### config.mk
export PLATFORM = sky130hd
export DESIGN_NAME = epc_pipe_ctl
export DESIGN_NICKNAME = d
export VERILOG_FILES = /design/src/rtl/core/epc_pkg.sv /design/src/rtl/core/epc_pipe_ctl.sv
export VERILOG_INCLUDE_DIRS = /design/src /design/src/rtl/core
export SDC_FILE = /design/constraint.sdc
export NUM_CORES = 1
export LEC_CHECK = 0
export ABC_AREA = 1
export BUFFER_PORTS_ARGS = -buffer_cell sky130_fd_sc_hd__buf_2
export CORE_MARGIN = 4
export CORE_UTILIZATION = 38
export CTS_BUF_LIST = sky130_fd_sc_hd__clkbuf_8 sky130_fd_sc_hd__clkbuf_16
export DETAILED_ROUTE_END_ITERATION = 16
export PLACE_DENSITY = 0.7
export SLEW_MARGIN = 25
export SYNTH_ARGS = -nofsm -noshare
export SYNTH_HDL_FRONTEND = slang
export SYNTH_SLANG_ARGS = --single-unit
export TNS_END_PERCENT = 100
### constraint.sdc
create_clock -name clk -period 1 [get_ports clk]
set_clock_uncertainty 0.15 [all_clocks]
set_input_delay 0.2 -clock clk [delete_from_list [all_inputs] [get_ports clk]]
set_output_delay 0.2 -clock clk [all_outputs]
set_load 0.005 [all_outputs]
### src/rtl/core/epoch_seconds_to_civil_date_top_macros.svh
// Assertion macros used by the epoch-to-date pipeline control
`ifndef EPOCH_SECONDS_TO_CIVIL_DATE_TOP_MACROS_SVH
`define EPOCH_SECONDS_TO_CIVIL_DATE_TOP_MACROS_SVH

// Check a condition in the same cycle as its trigger
`define EPC_ASSERT_NOW(name, clock, resetn, ante, cons) \
    name: assert property (@(posedge clock) disable iff (!resetn) (ante) |-> (cons)) \
        else $error("epoch-to-date pipeline check failed");

// Check a condition in the cycle after its trigger
`define EPC_ASSERT_NEXT(name, clock, resetn, ante, cons) \
    name: assert property (@(posedge clock) disable iff (!resetn) (ante) |=> (cons)) \
        else $error("epoch-to-date pipeline check failed");

`endif

### src/rtl/core/epc_pkg.sv
// Shared constants, types and tables for the epoch-to-date pipeline
package epc_pkg;

    // Pipeline depth: register stages from input to result
    localparam int STAGES = 11;

    // Per-stage advance and valid bits handed from the controller to the datapath
    typedef struct packed {
        logic [STAGES-1:0] adv;
        logic [STAGES-1:0] valid;
    } pipe_ctl_t;

    // Offset that moves 0001-01-01 00:00:00 to zero, and the last legal offset
    localparam logic [39:0] SEC_OFFSET   = 40'd62135596800;
    localparam logic [38:0] SEC_SPAN_MAX = 39'd315537897599;

    // Seconds to days: shift by 7, then divide by 675 (86400 = 128 * 675)
    localparam logic [9:0]  DAY_DIV   = 10'd675;
    localparam int          DAY_SHIFT = 42;
    localparam logic [32:0] DAY_MUL   =
        33'(((64'd1 << DAY_SHIFT) + 64'(DAY_DIV) - 64'd1) / 64'(DAY_DIV));

    // Days from the March-based day count origin to 0001-01-01
    localparam logic [21:0] SHIFT_DAYS = 22'd306;

    // 400-year era
    localparam logic [21:0] ERA_DAYS  = 22'd146097;
    localparam int          ERA_SHIFT = 40;
    localparam logic [22:0] ERA_MUL   =
        23'(((64'd1 << ERA_SHIFT) + 64'(ERA_DAYS) - 64'd1) / 64'(ERA_DAYS));
    localparam logic [13:0] ERA_YEARS = 14'd400;

    // Hours within the day
    localparam logic [16:0] HOUR_SECS  = 17'd3600;
    localparam int          HOUR_SHIFT = 29;
    localparam logic [17:0] HOUR_MUL   =
        18'(((64'd1 << HOUR_SHIFT) + 64'(HOUR_SECS) - 64'd1) / 64'(HOUR_SECS));

    // Minutes within the hour
    localparam logic [11:0] MIN_SECS  = 12'd60;
    localparam int          MIN_SHIFT = 18;
    localparam logic [12:0] MIN_MUL   =
        13'(((64'd1 << MIN_SHIFT) + 64'(MIN_SECS) - 64'd1) / 64'(MIN_SECS));

    // Four-year cycles within an era
    localparam logic [17:0] QUAD_DAYS  = 18'd1460;
    localparam int          QUAD_SHIFT = 29;
    localparam logic [18:0] QUAD_MUL   =
        19'(((64'd1 << QUAD_SHIFT) + 64'(QUAD_DAYS) - 64'd1) / 64'(QUAD_DAYS));

    // Century boundaries within an era
    localparam logic [17:0] CENT1_DAYS = 18'd36524;
    localparam logic [17:0] CENT2_DAYS = 18'd73048;
    localparam logic [17:0] CENT3_DAYS = 18'd109572;
    localparam logic [17:0] ERA_LAST   = 18'd146096;

    // Year of era
    localparam logic [17:0] YEAR_DAYS  = 18'd365;
    localparam int          YEAR_SHIFT = 27;
    localparam logic [18:0] YEAR_MUL   =
        19'(((64'd1 << YEAR_SHIFT) + 64'(YEAR_DAYS) - 64'd1) / 64'(YEAR_DAYS));

    // March-based month index from day of year
    localparam logic [10:0] MP_DIV   = 11'd153;
    localparam int          MP_SHIFT = 19;
    localparam logic [11:0] MP_MUL   =
        12'(((64'd1 << MP_SHIFT) + 64'(MP_DIV) - 64'd1) / 64'(MP_DIV));

    // March-based month index of January
    localparam logic [3:0] MP_JANUARY = 4'd10;

    // First day of each March-based month, counted from March 1
    function automatic logic [8:0] month_offset(input logic [3:0] mp);
        logic [8:0] offs;
        unique case (mp)
            4'd0:    offs = 9'd0;
            4'd1:    offs = 9'd31;
            4'd2:    offs = 9'd61;
            4'd3:    offs = 9'd92;
            4'd4:    offs = 9'd122;
            4'd5:    offs = 9'd153;
            4'd6:    offs = 9'd184;
            4'd7:    offs = 9'd214;
            4'd8:    offs = 9'd245;
            4'd9:    offs = 9'd275;
            4'd10:   offs = 9'd306;
            4'd11:   offs = 9'd337;
            default: offs = 9'd0;
        endcase
        return offs;
    endfunction

endpackage

### src/rtl/core/epc_pipe_ctl.sv
// Valid and advance control for the epoch-to-date pipeline stages
`include "epoch_seconds_to_civil_date_top_macros.svh"

module epc_pipe_ctl (
    input  logic               clk,
    input  logic               rst_n,
    input  logic               entry_valid,
    input  logic               exit_stall,
    output epc_pkg::pipe_ctl_t ctl
);

    localparam int Last = epc_pkg::STAGES - 1;

    logic [epc_pkg::STAGES-1:0] valid_reg;
    logic [epc_pkg::STAGES-1:0] valid_next;
    logic [epc_pkg::STAGES-1:0] full_above;
    logic [epc_pkg::STAGES-1:0] adv;

    // Mark stages whose own slot and every later slot are occupied
    for (genvar g = 0; g < epc_pkg::STAGES; g++)
    begin : g_full
        assign full_above[g] = &valid_reg[Last:g];
    end

    // Advance a stage unless it and everything downstream is full and stalled
    assign adv = ~full_above | {epc_pkg::STAGES{~exit_stall}};

    // Shift valid bits forward on advancing stages, hold the rest
    assign valid_next = (adv & {valid_reg[Last-1:0], entry_valid}) | (~adv & valid_reg);

    always_ff @(posedge clk or negedge rst_n)
    begin
        if (!rst_n)
        begin
            valid_reg <= '0;
        end
        else
        begin
            valid_reg <= valid_next;
        end
    end

    assign ctl = '{adv: adv, valid: valid_reg};

    // Stall the input only when every stage holds an item
    `EPC_ASSERT_NOW(a_stall_only_when_full, clk, rst_n, !adv[0], &valid_reg)
    // Track items: count changes by accepted minus delivered
    `EPC_ASSERT_NEXT(a_item_count, clk, rst_n, rst_n, $countones(valid_reg) == $past($countones(valid_reg)) + $past(entry_valid && adv[0]) - $past(valid_reg[Last] && !exit_stall))
    // Never drop an item from the first stage
    `EPC_ASSERT_NEXT(a_first_stage_kept, clk, rst_n, valid_reg[0], valid_reg[0] || valid_reg[1])

endmodule

==> results.sh <==
export IMPL_cts_buffers=3
export IMPL_syn_num_nets=57
export IMPL_cts_path_max_buffers=2
export IMPL_rrSetupSlack_ps=-330
export IMPL_timing_final_max_slew_violations=0
export IMPL_netSwitchingPower_mw=0.6824
export IMPL_viasPerCell=4.308
export IMPL_timing_hold_worst_path_depth=3
export IMPL_post_synth_top_area_fraction_pct=53.01
export IMPL_clockPowerShare_pct=20.7
export IMPL_postSynthAreaPerCell_um2=9.797
export IMPL_final_count_of_negative_setup_slack_endpoints=33
export IMPL_clk_pin_slew_ps=50
export IMPL_cts_root_buffer_cell="sky130_fd_sc_hd__clkbuf_8"
export IMPL_worst_r2r_path_depth=6
export IMPL_run_status="complete, but fails checks"
export IMPL_power_after_layout_mw=2.066
export IMPL_grt_total_usage_pct=15.15
export IMPL_tightest_slew_ps=242.9
export IMPL_via_count=517
export IMPL_nFillCells=103
export IMPL_globalRouteOverflowTotal=0
export IMPL_area_growth_pct=89.88
export IMPL_final_critical_path_setup_slack_ps=-526.7
export IMPL_wl_um=1391
export IMPL_p_int_mw=1.383
export IMPL_detailedRoute_firstPassIterationCount=4
export IMPL_insertion_delay_ps=230
export IMPL_p_per_area_nw_per_um2=2095
export IMPL_ios=26
export IMPL_critical_path_arrival_ps=1180
export IMPL_design_die_area_um2=2022
export IMPL_die_h_um=44.97
export IMPL_cp_start_kind="flop"
export IMPL_worst_setup_path_type="reg2out"
export IMPL_final_min_clock_period_ps=1527
export IMPL_cell_variety_after_synth=10
export IMPL_timing_final_crit_share_pct=152.7
export IMPL_crit_family="simple AND/OR/NAND/NOR gates"
export IMPL_post_dp_hpwl_um=879.1
export IMPL_grt_start_max_net_pins=12
export IMPL_worst_path_largest_cell_delay_ps=380
export IMPL_worstPathCellList="nand3_4, nor2_8, nand3_2, buf_2"
export IMPL_synth_enable_flop_cells=0
export IMPL_netlist_area_um2=519.2
export IMPL_drt_iter0_drc=5
export IMPL_synthTopCellsByCount="sky130_fd_sc_hd__nand2_1 (15), sky130_fd_sc_hd__inv_1 (12), sky130_fd_sc_hd__dfrtp_1 (11)"
export IMPL_timing_max_slew_rel_slack_pct=83.81
export IMPL_critical_path_max_fanout=7
export IMPL_violations_in_the_final_reports="setup timing"
export IMPL_number_of_inserted_diodes=0
export IMPL_cp_slowest_cell="sky130_fd_sc_hd__dfrtp_1"
export IMPL_hold_viol=0
export IMPL_synth_seq_cells=11
export IMPL_cp_end_kind="output pin"
export IMPL_drv_max_cap_violation_count=0
export IMPL_cts_sink_count=11
export IMPL_sw_frac_of_total_pct=33.04
export IMPL_ys_dominant_reg_cell="sky130_fd_sc_hd__dfrtp_1"
export IMPL_grt_first_pass_wirelength_um=2076
export IMPL_initial_cell_density_of_the_core_pct=39.90
export IMPL_peakVddDrop_mv=1.436
export IMPL_tritoncts="done"
export IMPL_unrepaired_setup_endpoints_after_global_routing="true"
export IMPL_postRouteAntennaNets=0
export IMPL_antenna_found_initial=0
export IMPL_routed_wire_length_per_instance_um=11.59
export IMPL_port_buffer_count=25
export IMPL_critical_path_required_ps=650
export IMPL_synth_cells=53
export IMPL_critPathBufInv=1
export IMPL_synth_async_reset_ratio_pct=100.0
export IMPL_fraction_of_final_layout_cells_with_drive_strength_greater_than_1_pct=62.86
export IMPL_synth_warnings=0
export IMPL_power_share_combinational_pct=50.4
export IMPL_yosys_area_top_type="sky130_fd_sc_hd__dfrtp_1"
export IMPL_die_width_um=44.97
export IMPL_synth_area_top_cells="sky130_fd_sc_hd__dfrtp_1 (53%), sky130_fd_sc_hd__nand2_1 (11%), sky130_fd_sc_hd__nand3_2 (9.6%), sky130_fd_sc_hd__inv_1 (8.7%), sky130_fd_sc_hd__nor2_4 (4.3%)"
export IMPL_grt_pass1_vias=482
export IMPL_seq_area_frac_synth_pct=53.01
export IMPL_fmaxAchievable_ghz=0.6550
export IMPL_final_core_util_pct=75.77
export IMPL_design_final_nets=110
export IMPL_floorplan_core_area_um2=1301
export IMPL_most_common_cell_in_the_netlist="sky130_fd_sc_hd__nand2_1"
export IMPL_cts_htree_levels=1
export IMPL_hp_class="in2reg"
export IMPL_gp_congestion=0.6621
export IMPL_p_leak_nw=0.5285
export IMPL_floorplan_rows=13
export IMPL_hold_start="exit_stall"
export IMPL_drc=0
export IMPL_power_frac_seq_pct=29.0
==> power groups by stage <==
stage	Clock [mW]	Sequential (mW)	Combinational, mW
after global placement	0	0.587	0.724
after CTS	0.445	0.597	0.917
after detailed placement	0	0.591	0.732
final	0.427	0.598	1.04
after global routing	0.468	0.604	1.15
after floorplan	0	0.622	0.340
==> kinds of logic (layout without fill, tap and decap cells) <==
family,Yosys count,in the layout,synth area share [%]
DFF,11,11,53.01
buffers and inverters,12,64,8.674
and+or+nand+nor,30,30,38.31
==> worst reg2reg max path, cell delays in order (launching register included) <==
cell and delay, ps:
sky130_fd_sc_hd__dfrtp_1 380, sky130_fd_sc_hd__nand3_4 140, sky130_fd_sc_hd__nor2_8 180, sky130_fd_sc_hd__nand3_2 100, sky130_fd_sc_hd__buf_4 140, sky130_fd_sc_hd__buf_4 120
sky130_fd_sc_hd__nand2_1 60
==> cells in the final DEF, fill, tap and decap left out, drive strengths merged <==
cell type,netlist,routed
buf,0,46
nand2,17,17
inv,12,13
dfrtp,11,11
nand3,6,6
nor2,5,5
clkbuf,0,3
or2,2,2
dlygate4sd3,0,2
==> metal layers <==
metal | vias to the layer above | global-route usage, % | wire length, µm
li1 | 259 | - | -
met1 | 233 | 17.88 | 516
met2 | 20 | 21.75 | 711
met3 | 5 | 5.578 | 124
met4 | 0 | 12.28 | 38
met5 | - | 0 | 0
==> per-stage QoR <==
stage          setup slack [ps]  hold WS [ps]  std cells  cell area [µm²]  setup TNS, ps
2_1_floorplan            -128.1        -245.6         53            519.2          -1497
3_3_place_gp             -263.7        -70.12        102            730.7          -2646
3_5_place_dp             -292.7        -69.69        102            730.7          -3281
4_1_cts                  -526.3         81.72        113            898.4          -8325
5_1_grt                  -605.9         119.7        120            985.9         -10780
6_report                 -526.7         91.99        120            985.9          -8856
==> cell type report <==
class	instances	area (µm²)	area share [%]
clock buffer	3	41.29	4.188
timing repair buffer	48	392.9	39.85
inverter	12	45.04	4.569
sequential	11	275.3	27.92
clock inverter	1	3.754	0.3807
tap	15	18.77	1.904
multi-input combinational	30	209.0	21.19
==> timing repair <==
item / CTS / global route
pin swaps: 3 / 5
hold buffers: 2 / 0
endpoints found under the hold margin: 12 / 0
resized for setup: 15 / 12
endpoints found under the setup margin: 31 / 32
gates cloned: 0 / 0
setup buffers: 5 / 13
==> how the worst max path moves through the flow <==
stage | from | to | cells past startpoint | slack [ps]
after CTS | flop | ctl[13] | 4 | -530
after floorplan | flop | ctl[11] | 3 | -130
final | flop | ctl[11] | 4 | -530
after global routing | flop | ctl[13] | 4 | -610
after detailed placement | flop | ctl[11] | 4 | -290
after global placement | flop | ctl[11] | 4 | -260
Power figures use the tool's default switching activity.
